[src/rflm_pkg.sv]
package rflm_pkg;

    // Operation codes carried in the request beat.
    localparam logic [1:0] OP_ALLOC   = 2'd0;
    localparam logic [1:0] OP_RELEASE = 2'd1;
    localparam logic [1:0] OP_SEARCH  = 2'd2;

    // Status codes carried in the result beat.
    localparam logic [1:0] STS_OK        = 2'd0;
    localparam logic [1:0] STS_FULL      = 2'd1;
    localparam logic [1:0] STS_NOT_USED  = 2'd2;
    localparam logic [1:0] STS_NOT_FOUND = 2'd3;

    typedef struct packed {
        logic [1:0]  operation;
        logic [63:0] name_key;
        logic [4:0]  slot_index;
    } in_item_t;

    typedef struct packed {
        logic [1:0] status;
        logic [4:0] slot_out;
        logic [5:0] used_count;
    } out_item_t;

endpackage

[src/region_free_list_manager.sv]
// Channel  Ports                        Beat contents
// -------  ---------------------------  --------------------------------------
// request  s_valid, s_ready, s_data     operation, name_key, slot_index
// result   m_valid, m_ready, m_data     status, slot_out, used_count
//
// One request is handled at a time; s_ready is high only while the sequencer is idle.
// Allocate steps through ALLOC and OUT, release through REL_CHK, REL_FIX and OUT
// (REL_CHK and OUT for a free slot), an unused code or an early error straight to OUT; a
// search visits up to NUM_REGIONS used-list links in SEARCH, one link per cycle through
// the registered read port of the link and name memories, then OUT. Reset is immediate:
// unissued slots are tracked by a fill mark. Stalled results sit in the output register.
module region_free_list_manager #(
    parameter int NUM_REGIONS = 32,
    parameter int NAME_BYTES  = 8
) (
    input  logic                aclk,
    input  logic                aresetn,
    input  logic                s_valid,
    output logic                s_ready,
    input  rflm_pkg::in_item_t  s_data,
    output logic                m_valid,
    input  logic                m_ready,
    output rflm_pkg::out_item_t m_data
);

    localparam int PTR_W  = $clog2(NUM_REGIONS + 1);
    localparam int ADDR_W = $clog2(NUM_REGIONS);
    localparam int NAME_W = 8 * NAME_BYTES;
    localparam logic [PTR_W-1:0] NIL = PTR_W'(NUM_REGIONS);

    typedef enum logic [2:0] {
        ST_IDLE,
        ST_ALLOC,
        ST_REL_CHK,
        ST_REL_FIX,
        ST_SEARCH,
        ST_OUT
    } state_t;

    state_t state_reg;

    logic [PTR_W-1:0]  free_head_reg;
    logic [PTR_W-1:0]  used_head_reg;
    logic [PTR_W-1:0]  count_reg;
    logic [PTR_W-1:0]  fill_reg;     // slots at or above this were never allocated
    logic [PTR_W-1:0]  slot_reg;
    logic [PTR_W-1:0]  prev_reg;
    logic [PTR_W-1:0]  next_reg;
    logic [NAME_W-1:0] key_reg;
    logic [1:0]        res_status_reg;
    logic [PTR_W-1:0]  res_slot_reg;
    logic              m_valid_reg;
    rflm_pkg::out_item_t m_data_reg;

    // Memory ports. The next memory holds {in_use, next link}.
    logic [ADDR_W-1:0] rd_addr;
    logic              next_we;
    logic [ADDR_W-1:0] next_waddr;
    logic [PTR_W:0]    next_wdata;
    logic [PTR_W:0]    next_rdata;
    logic              prev_we;
    logic [ADDR_W-1:0] prev_waddr;
    logic [PTR_W-1:0]  prev_wdata;
    logic [PTR_W-1:0]  prev_rdata;
    logic              name_we;
    logic [NAME_W-1:0] name_rdata;

    logic [PTR_W-1:0] next_ptr;
    logic             next_used;
    logic             accept;
    logic             alloc_full;
    logic             idx_ok;
    logic             rel_ok;
    logic             out_free;
    logic [31:0]      slot_wide;
    logic [31:0]      count_wide;

    assign next_ptr   = next_rdata[PTR_W-1:0];
    assign next_used  = next_rdata[PTR_W];
    assign accept     = s_valid && s_ready;
    assign alloc_full = (count_reg >= NIL) || (free_head_reg >= NIL);
    assign idx_ok     = 32'(s_data.slot_index) < 32'(NUM_REGIONS);
    assign rel_ok     = (slot_reg < fill_reg) && next_used;
    assign out_free   = !m_valid_reg || m_ready;
    assign slot_wide  = 32'(res_slot_reg);
    assign count_wide = 32'(count_reg);

    assign s_ready = (state_reg == ST_IDLE);
    assign m_valid = m_valid_reg;
    assign m_data  = m_data_reg;

    // All three memories are always read at the same slot.
    always_comb begin
        rd_addr = '0;
        case (state_reg)
            ST_IDLE: begin
                case (s_data.operation)
                    rflm_pkg::OP_ALLOC:   rd_addr = free_head_reg[ADDR_W-1:0];
                    rflm_pkg::OP_RELEASE: rd_addr = ADDR_W'(s_data.slot_index);
                    rflm_pkg::OP_SEARCH:  rd_addr = used_head_reg[ADDR_W-1:0];
                    default:              rd_addr = '0;
                endcase
            end
            ST_SEARCH: rd_addr = next_ptr[ADDR_W-1:0];
            default:   rd_addr = '0;
        endcase
    end

    always_comb begin
        next_we    = 1'b0;
        next_waddr = '0;
        next_wdata = '0;
        prev_we    = 1'b0;
        prev_waddr = '0;
        prev_wdata = '0;
        name_we    = 1'b0;
        case (state_reg)
            ST_IDLE: begin
                if (accept && s_data.operation == rflm_pkg::OP_ALLOC && !alloc_full) begin
                    prev_we    = 1'b1;
                    prev_waddr = free_head_reg[ADDR_W-1:0];
                    prev_wdata = NIL;
                    name_we    = 1'b1;
                end
            end
            ST_ALLOC: begin
                next_we    = 1'b1;
                next_waddr = slot_reg[ADDR_W-1:0];
                next_wdata = {1'b1, used_head_reg};
                prev_we    = (used_head_reg != NIL);
                prev_waddr = used_head_reg[ADDR_W-1:0];
                prev_wdata = slot_reg;
            end
            ST_REL_CHK: begin
                if (rel_ok) begin
                    next_we    = 1'b1;
                    next_waddr = slot_reg[ADDR_W-1:0];
                    next_wdata = {1'b0, free_head_reg};
                    prev_we    = (next_ptr != NIL);
                    prev_waddr = next_ptr[ADDR_W-1:0];
                    prev_wdata = prev_rdata;
                end
            end
            ST_REL_FIX: begin
                next_we    = (prev_reg != NIL);
                next_waddr = prev_reg[ADDR_W-1:0];
                next_wdata = {1'b1, next_reg};
            end
            default: begin
                next_we = 1'b0;
            end
        endcase
    end

    rflm_ram #(.WIDTH(PTR_W + 1), .DEPTH(NUM_REGIONS)) u_next_ram (
        .clk   (aclk),
        .we    (next_we),
        .waddr (next_waddr),
        .wdata (next_wdata),
        .raddr (rd_addr),
        .rdata (next_rdata)
    );

    rflm_ram #(.WIDTH(PTR_W), .DEPTH(NUM_REGIONS)) u_prev_ram (
        .clk   (aclk),
        .we    (prev_we),
        .waddr (prev_waddr),
        .wdata (prev_wdata),
        .raddr (rd_addr),
        .rdata (prev_rdata)
    );

    rflm_ram #(.WIDTH(NAME_W), .DEPTH(NUM_REGIONS)) u_name_ram (
        .clk   (aclk),
        .we    (name_we),
        .waddr (free_head_reg[ADDR_W-1:0]),
        .wdata (s_data.name_key[NAME_W-1:0]),
        .raddr (rd_addr),
        .rdata (name_rdata)
    );

    always_ff @(posedge aclk) begin
        if (!aresetn) begin
            state_reg     <= ST_IDLE;
            free_head_reg <= '0;
            used_head_reg <= NIL;
            count_reg     <= '0;
            fill_reg      <= '0;
            m_valid_reg   <= 1'b0;
        end else begin
            // In ST_OUT the output register is reloaded instead.
            if (m_valid_reg && m_ready && state_reg != ST_OUT) begin
                m_valid_reg <= 1'b0;
            end
            case (state_reg)
                ST_IDLE: begin
                    if (accept) begin
                        key_reg <= s_data.name_key[NAME_W-1:0];
                        case (s_data.operation)
                            rflm_pkg::OP_ALLOC: begin
                                if (alloc_full) begin
                                    res_status_reg <= rflm_pkg::STS_FULL;
                                    res_slot_reg   <= '0;
                                    state_reg      <= ST_OUT;
                                end else begin
                                    slot_reg  <= free_head_reg;
                                    state_reg <= ST_ALLOC;
                                end
                            end
                            rflm_pkg::OP_RELEASE: begin
                                if (!idx_ok) begin
                                    res_status_reg <= rflm_pkg::STS_NOT_USED;
                                    res_slot_reg   <= '0;
                                    state_reg      <= ST_OUT;
                                end else begin
                                    slot_reg  <= PTR_W'(s_data.slot_index);
                                    state_reg <= ST_REL_CHK;
                                end
                            end
                            rflm_pkg::OP_SEARCH: begin
                                if (used_head_reg == NIL) begin
                                    res_status_reg <= rflm_pkg::STS_NOT_FOUND;
                                    res_slot_reg   <= '0;
                                    state_reg      <= ST_OUT;
                                end else begin
                                    slot_reg  <= used_head_reg;
                                    state_reg <= ST_SEARCH;
                                end
                            end
                            default: begin
                                res_status_reg <= rflm_pkg::STS_OK;
                                res_slot_reg   <= '0;
                                state_reg      <= ST_OUT;
                            end
                        endcase
                    end
                end
                ST_ALLOC: begin
                    // A slot at the fill mark links implicitly to the next one up.
                    if (slot_reg == fill_reg) begin
                        free_head_reg <= slot_reg + PTR_W'(1);
                        fill_reg      <= fill_reg + PTR_W'(1);
                    end else begin
                        free_head_reg <= next_ptr;
                    end
                    used_head_reg  <= slot_reg;
                    count_reg      <= count_reg + PTR_W'(1);
                    res_status_reg <= rflm_pkg::STS_OK;
                    res_slot_reg   <= slot_reg;
                    state_reg      <= ST_OUT;
                end
                ST_REL_CHK: begin
                    if (!rel_ok) begin
                        res_status_reg <= rflm_pkg::STS_NOT_USED;
                        res_slot_reg   <= '0;
                        state_reg      <= ST_OUT;
                    end else begin
                        prev_reg <= prev_rdata;
                        next_reg <= next_ptr;
                        if (used_head_reg == slot_reg) begin
                            used_head_reg <= next_ptr;
                        end
                        state_reg <= ST_REL_FIX;
                    end
                end
                ST_REL_FIX: begin
                    free_head_reg <= slot_reg;
                    if (count_reg != '0) begin
                        count_reg <= count_reg - PTR_W'(1);
                    end
                    res_status_reg <= rflm_pkg::STS_OK;
                    res_slot_reg   <= slot_reg;
                    state_reg      <= ST_OUT;
                end
                ST_SEARCH: begin
                    if (name_rdata == key_reg) begin
                        res_status_reg <= rflm_pkg::STS_OK;
                        res_slot_reg   <= slot_reg;
                        state_reg      <= ST_OUT;
                    end else if (next_ptr == NIL) begin
                        res_status_reg <= rflm_pkg::STS_NOT_FOUND;
                        res_slot_reg   <= '0;
                        state_reg      <= ST_OUT;
                    end else begin
                        slot_reg <= next_ptr;
                    end
                end
                ST_OUT: begin
                    if (out_free) begin
                        m_valid_reg           <= 1'b1;
                        m_data_reg.status     <= res_status_reg;
                        m_data_reg.slot_out   <= slot_wide[4:0];
                        m_data_reg.used_count <= count_wide[5:0];
                        state_reg             <= ST_IDLE;
                    end
                end
                default: begin
                    state_reg <= ST_IDLE;
                end
            endcase
        end
    end

endmodule

[src/rflm_ram.sv]
module rflm_ram #(
    parameter int WIDTH = 8,
    parameter int DEPTH = 32
) (
    input  logic                     clk,
    input  logic                     we,
    input  logic [$clog2(DEPTH)-1:0] waddr,
    input  logic [WIDTH-1:0]         wdata,
    input  logic [$clog2(DEPTH)-1:0] raddr,
    output logic [WIDTH-1:0]         rdata
);

    logic [WIDTH-1:0] mem [DEPTH];

    always_ff @(posedge clk) begin
        if (we) begin
            mem[waddr] <= wdata;
        end
        rdata <= mem[raddr];
    end

endmodule

[config.mk]
export PLATFORM = sky130hd
export DESIGN_NAME = region_free_list_manager
export DESIGN_NICKNAME = d
export VERILOG_FILES = /design/src/rflm_pkg.sv /design/src/region_free_list_manager.sv /design/src/rflm_ram.sv
export SDC_FILE = /design/constraint.sdc
export NUM_CORES = 2
export LEC_CHECK = 0
export BUFFER_PORTS_ARGS = -buffer_cell sky130_fd_sc_hd__buf_4
export CAP_MARGIN = 20
export CORE_ASPECT_RATIO = 0.8
export CORE_MARGIN = 5
export CORE_UTILIZATION = 55
export DETAILED_ROUTE_END_ITERATION = 8
export PLACE_DENSITY = 0.71
export SLEW_MARGIN = 10
export SYNTH_ARGS = -nofsm -noshare
export SYNTH_HDL_FRONTEND = slang
export SYNTH_SLANG_ARGS = --single-unit
[constraint.sdc]
create_clock -name aclk -period 8.6 [get_ports aclk]
set_input_delay 1.72 -clock aclk [delete_from_list [all_inputs] [get_ports aclk]]
set_output_delay 1.72 -clock aclk [all_outputs]
set_load 0.01 [all_outputs]
[Word level (Yosys, flattened, before mapping)]
Memory sizes are Yosys's and may differ from the RTL's. A register that Yosys moved wholly into a read port is not among the register bits.
Index checks and enable logic that the tools add are counted.
Word-level totals
  bits in registers: 130
  latch bits: 0
  memory bits (writable): 2464
  bits in read-only memories: 0
  bits of input ports: 75
  output and inout bits: 15
  memories kept: 3
Operators by class
  add/subtract/negate cells: 4
  multipliers: 0
  divide/modulo/power cells: 0
  $lt $le $gt $ge: 3
  equal/unequal tests: 31
  shift-type cells: 0
  multiplexer cells: 66
  bitwise gates (word level): 0
  reductions and logical operators: 27
Memory list
  u_name_ram.mem: depth 32, bits a word 64, read ports 1, clocked after Yosys merged registers in 1, write ports 1, RTL line rflm_ram.sv:13  | logic [WIDTH-1:0] mem [DEPTH];
  u_next_ram.mem: depth 32, bits a word 7, read ports 1, clocked after Yosys merged registers in 1, write ports 1, RTL line rflm_ram.sv:13
  u_prev_ram.mem: depth 32, bits a word 6, read ports 1, clocked after Yosys merged registers in 1, write ports 1, RTL line rflm_ram.sv:13
Operators with widths (count)
  6-bit 2-to-1 mux: 12
  64-bit equality test: 1
  5-bit one-hot mux with 3 select lines: 4
  6-bit one-hot mux with 2 select lines: 4
  5-bit 2-to-1 mux: 9
  6-bit one-hot mux with 3 select lines: 2
  7-bit one-hot mux with 3 select lines: 1
  5-bit one-hot mux with 4 select lines: 1
  6-bit by 1-bit adder with 6-bit output, second input constant: 3
  3-bit 2-to-1 mux: 6
  3-bit inequality test, second input constant: 6
  6-bit inequality test, second input constant: 3
  2-bit inequality test, second input constant: 8
  8-bit AND reduction: 2
  3-bit one-hot mux with 5 select lines: 1
  3-bit AND reduction: 5
  1-bit 2-to-1 mux: 14
  6-bit equality test: 2
  6-bit equality test, second input constant: 2
  6-bit >= comparator, second input constant: 2
  2-bit 2-to-1 mux: 6
  5-bit one-hot mux with 2 select lines: 1
  3-bit one-hot mux with 3 select lines: 1
  2-bit one-hot mux with 4 select lines: 1
  21 further kinds: 34

[Logic depth before layout (Yosys ltp)]
  depth in word-level cells: 8
  depth in mapped cells: 13

[Modules after synthesis]
A second synthesis with hierarchy kept.
Unflattened totals
  cells, all modules: 4337
  area, all modules: 101843.9 µm²
Modules (own cells, without submodules)
  rflm_ram at u_name_ram: instances 1, cells an instance 3096, area an instance 78964.5 µm²
  rflm_ram at u_next_ram: instances 1, cells an instance 370, area an instance 8833.5 µm²
  rflm_ram at u_prev_ram: instances 1, cells an instance 323, area an instance 7589.8 µm²
  region_free_list_manager: instances 1, cells an instance 548, area an instance 6456.2 µm²

[Worst setup path before layout]
OpenSTA, ideal clock, no wires.
  path kind: input to register
  start: input s_data[69] (netlist name)
  end: memory u_name_ram.mem[12][0] (netlist name), enable pin
  arrival: 6.166 ns
  data required time: 8.113 ns
  slack: 1.948 ns
  stages on the path: 10
  cells stage by stage: inv_1 ha_1 buf_2 inv_1 nor3_1 and3_1 clkbuf_1 or3b_2 clkbuf_1 nor2_1
Between the ends
  longest elaborated chain between the ends: 7
RTL lines
  from (decl): RTL line region_free_list_manager.sv:20  | input rflm_pkg::in_item_t s_data,
  2-bit logical NOT: RTL line region_free_list_manager.sv:119  | if (accept && s_data.operation == rflm_pkg::OP_ALLOC && !alloc_full) begin
  1-bit logical AND (2 in series): RTL line region_free_list_manager.sv:119
  1-bit 2-to-1 mux: RTL line region_free_list_manager.sv:119
  1-bit 2-to-1 mux: RTL line region_free_list_manager.sv:117  | case (state_reg)
  1-bit 2-to-1 mux: RTL line rflm_ram.sv:16  | if (we) begin
  1-bit 2-to-1 mux (not written as such): RTL line rflm_ram.sv:17  | mem[waddr] <= wdata;
  to (decl): RTL line rflm_ram.sv:13
No other way between the ends.

[Worst setup path in the final report]
  start: input s_data[69] (netlist name)
  end: memory u_name_ram.mem[21][38] (netlist name), enable pin
The elaborated chain is that of the path after synthesis.

==> run_results.csv <==
group,metric,value,unit
final_layout,numnets_final,7895,
global_routing,grt_pass1_vias,62200,
clocking,cts_num_sinks,2671,
setup_path,critical_path.cell_chain,"buf_4 -> inv_1 -> ha_1 -> inv_1 -> nor3_1 -> and3_1 -> nand3b_1 -> nor2_4 -> buf_4",
synthesis,synth_flop_cell,"sky130_fd_sc_hd__edfxtp_1",
clocking,cts_made_buffers,239,
clocking,clkTransAtPathRegs,0.06,ns
synthesis,netlist_instances,7803,
clocking,cts-htree-levels,4,
global_routing,globalRoute.totalOverflow,0,
timing,maxSlewHeadroom,20.6,%
timing,timing.setup.tns,0,ns
flow_run,drv.max_cap_violation_count,0,
timing,worst_slew_pin_slew,1.18,ns
die,placeable_core_area,188000,um^2
synthesis,postSynth.asyncResetShare,0,%
setup_path,crit_slowest_cell,"sky130_fd_sc_hd__nor2_4",
synthesis,yosys_register_bits,2671,
setup_path,arrival,5.72,ns
setup_path,worst_setup_path_category,"input port to flip-flop",
synthesis,yosys.cell_types.count,67,
global_routing,top_usage_layer,"met1",
routing,routed_via_density,6.31,
synthesis,yosys.area.top_type_share,74.0,%
synthesis,synth.most_common_cell,"sky130_fd_sc_hd__edfxtp_1",
synthesis,yosys.area.top_type,"sky130_fd_sc_hd__edfxtp_1",
clocking,ctsRootBufferMaster,"sky130_fd_sc_hd__clkbuf_16",
timing,final.period_utilization,60.8,%
setup_path,cp-start-kind,"input port",
final_layout,synthToLayoutAreaGrowth,11.1,%
routing,first_iter_violations,9761,
routing,first_pass_iters,6,
clocking,postCtsHoldBufs,0,
timing,hold-worst-slack,0.421,ns
global_routing,grt_util_met3,5.55,%
timing,setup_repair_after_global_routing_missed_its_margin,"false",
place,post-dp-hpwl,151000,um
timing,hold_viol,0,
timing,timing.final.max_slew_violations,0,
global_routing,track_usage,27.5,%
global_routing,grt_start_max_net_pins,156,
clocking,cts_tree,"done",
power_and_ir_drop,leakagePower,39.3,nW
routing,remaining_drc_errors,0,
run_status,run_status,"finished, final reports clean",
synthesis,synth-warning-count,0,
die,floorplan.die.width,496,um
setup_path,worstPathBufferInverterCount,4,
place,finalWeightedCongestion,0.868,
place,port_buffers,89,
die,std_cell_rows,142,
power_and_ir_drop,pwr_density_cell,277,nW/um^2
die,initial_utilization,55.4,%
clocking,clk_latency,0.89,ns
routing,vias,66500,
global_routing,gr-usage-met1,41.7,%
setup_path,req_time_crit_path,9.09,ns
final_layout,largestRegisters,"u_name_ram.mem (2048), u_next_ram.mem (224), u_prev_ram.mem (192)",
setup_path,end_kind,"flip-flop",
final_layout,largest_register_ff_count,2048,
die,die_y,399,um
global_routing,first_pass_grt_wire_length,407000,um
routing,routed_wire_length,277000,um
synthesis,edff_count_synth,2566,
setup_path,biggest_cell_delay_along_the_critical_path,0.95,ns
die,ios,90,
synthesis,syn_avg_cell_area,13.3,um^2
synthesis,post_synth_instance_area,104000,um^2
clocking,cts.repair_timing.setup_buffer_count,0,
setup_path,path_delay_family,"simple AND/OR/NAND/NOR gates",
routing,wl_per_cell,26.3,um
setup_path,crit_fanout,41,
worst_hold_path,holdCritPathClass,"flip-flop to flip-flop",
global_routing,number_of_antenna_violations_at_the_first_check_in_global_routing,11,
clocking,clk_path_buf_depth,3,
timing,fmax,0.191,GHz
clocking,cts_repair_resizes,0,
power_and_ir_drop,peakVddDrop,253,uV
timing,min_period,5.23,ns
synthesis,syn-num-nets,7896,
final_layout,final_layout_size_suffix_gt1_share,8.60,%
timing,finalSetupViolCount,0,
routing,final_antenna_violating_net_count,0,
die,die-area,198000,um^2
global_routing,grtUsageMet2,40.4,%
timing,finClkSkew,0.0540,ns
synthesis,synth_seq_area_share,76.0,%
final_layout,max_flop_register,"u_name_ram.mem",
synthesis,ys_top_cells_by_count,"sky130_fd_sc_hd__edfxtp_1 (2,566), sky130_fd_sc_hd__nand2_1 (2,484), sky130_fd_sc_hd__nand3_1 (611), sky130_fd_sc_hd__a31oi_1 (307), sky130_fd_sc_hd__buf_2 (265)",
synthesis,synth.top_cells.by_area,"sky130_fd_sc_hd__edfxtp_1 (74%), sky130_fd_sc_hd__nand2_1 (9.0%), sky130_fd_sc_hd__nand3_1 (2.9%)",
-- metrics by stage --
step / setup WS (ns) / power [mW] / utilization [%] / instance area [um^2] / std cells
floorplan: 1.95 / 19.1 / - / 104000 / 7803
global placement: 2.64 / 21.4 / 57.3 / 108000 / 10100
detailed placement: 2.57 / 21.6 / 57.3 / 108000 / 10100
CTS: 3.48 / 32.0 / 61.5 / 115000 / 10500
global route: 3.18 / 33.2 / 61.6 / 116000 / 10500
finish: 3.37 / 32.1 / 61.6 / 116000 / 10500
-- power breakdown --
part	total (mW)	internal, mW	switching [mW]	leakage, nW
logic	6.48	1.73	4.75	11.4
registers	15.0	14.7	0.279	24.1
clock network	10.6	5.87	4.74	3.79
-- cells by family after synthesis --
logic type                 after synthesis  synth area share, %
buffers and inverters                  532                 2.28
adders and majority gates               18                0.224
muxes                                   22                0.215
xor gates and xnor gates                81                0.681
AOI/OAI and AO/OA                      775                 5.24
DFF                                   2671                 76.0
and+or+nand+nor                       3704                 15.3
-- final timing paths --
kind,start,end,slack (ns),cells past startpoint
worst max-delay path,s_data[69],u_name_ram.mem[21][38],3.37,9
worst min-delay path,res_status_reg[1],m_data[12],0.42,0
worst max register to register,state_reg[2],u_name_ram.mem[21][38],4.06,6
worst min register to register,res_status_reg[1],m_data[12],0.42,0
-- routing by layer --
| layer | vias to the layer above | wire length [um] |
|---|---|---|
| met4 | 10 | 8820 |
| met2 | 4087 | 123000 |
| met3 | 517 | 32700 |
| met1 | 33100 | 112000 |
| met5 | - | 68 |
| li1 | 28800 | - |
-- placed cells by master, fill, tap and decap left out, drive strengths merged, types with 5 or more instances in the layout --
| cell type | netlist | final |
|---|---|---|
| mux2i | 19 | 19 |
| o21ai | 38 | 38 |
| inv | 23 | 27 |
| nor2b | 6 | 6 |
| a222oi | 5 | 5 |
| and3 | 231 | 231 |
| a22o | 13 | 13 |
| a31oi | 307 | 307 |
| nand3 | 611 | 611 |
| clkinvlp | 0 | 10 |
| xnor2 | 11 | 11 |
| clkinv | 0 | 112 |
| and2 | 9 | 9 |
| a32oi | 157 | 157 |
| a311oi | 74 | 74 |
| buf | 288 | 265 |
| nand2 | 2484 | 2484 |
| nor2 | 101 | 101 |
| a22oi | 15 | 15 |
| nor3 | 24 | 24 |
| nor4 | 41 | 41 |
| edfxtp | 2566 | 2566 |
| nand3b | 8 | 8 |
| bufinv | 0 | 20 |
| o211a | 7 | 7 |
| nand2b | 6 | 6 |
| clkbuf | 221 | 310 |
| nand4 | 160 | 160 |
| a21boi | 10 | 10 |
| or3 | 9 | 9 |
| xor2 | 70 | 70 |
| dfxtp | 105 | 105 |
| a21oi | 108 | 108 |
| diode | 0 | 6 |
| ha | 17 | 17 |
-- area by class of cell --
cell class,instances,area (um^2)
multi-input cells,4600,23000
well taps,2520,3150
fillers,13800,72100
repair buffers,267,2440
inverters,23,86.3
clock buffers,309,6410
clock inverters,146,1390
flip-flops and latches,2671,79200
diodes,6,15.0
(Power assumes the default switching activity.)
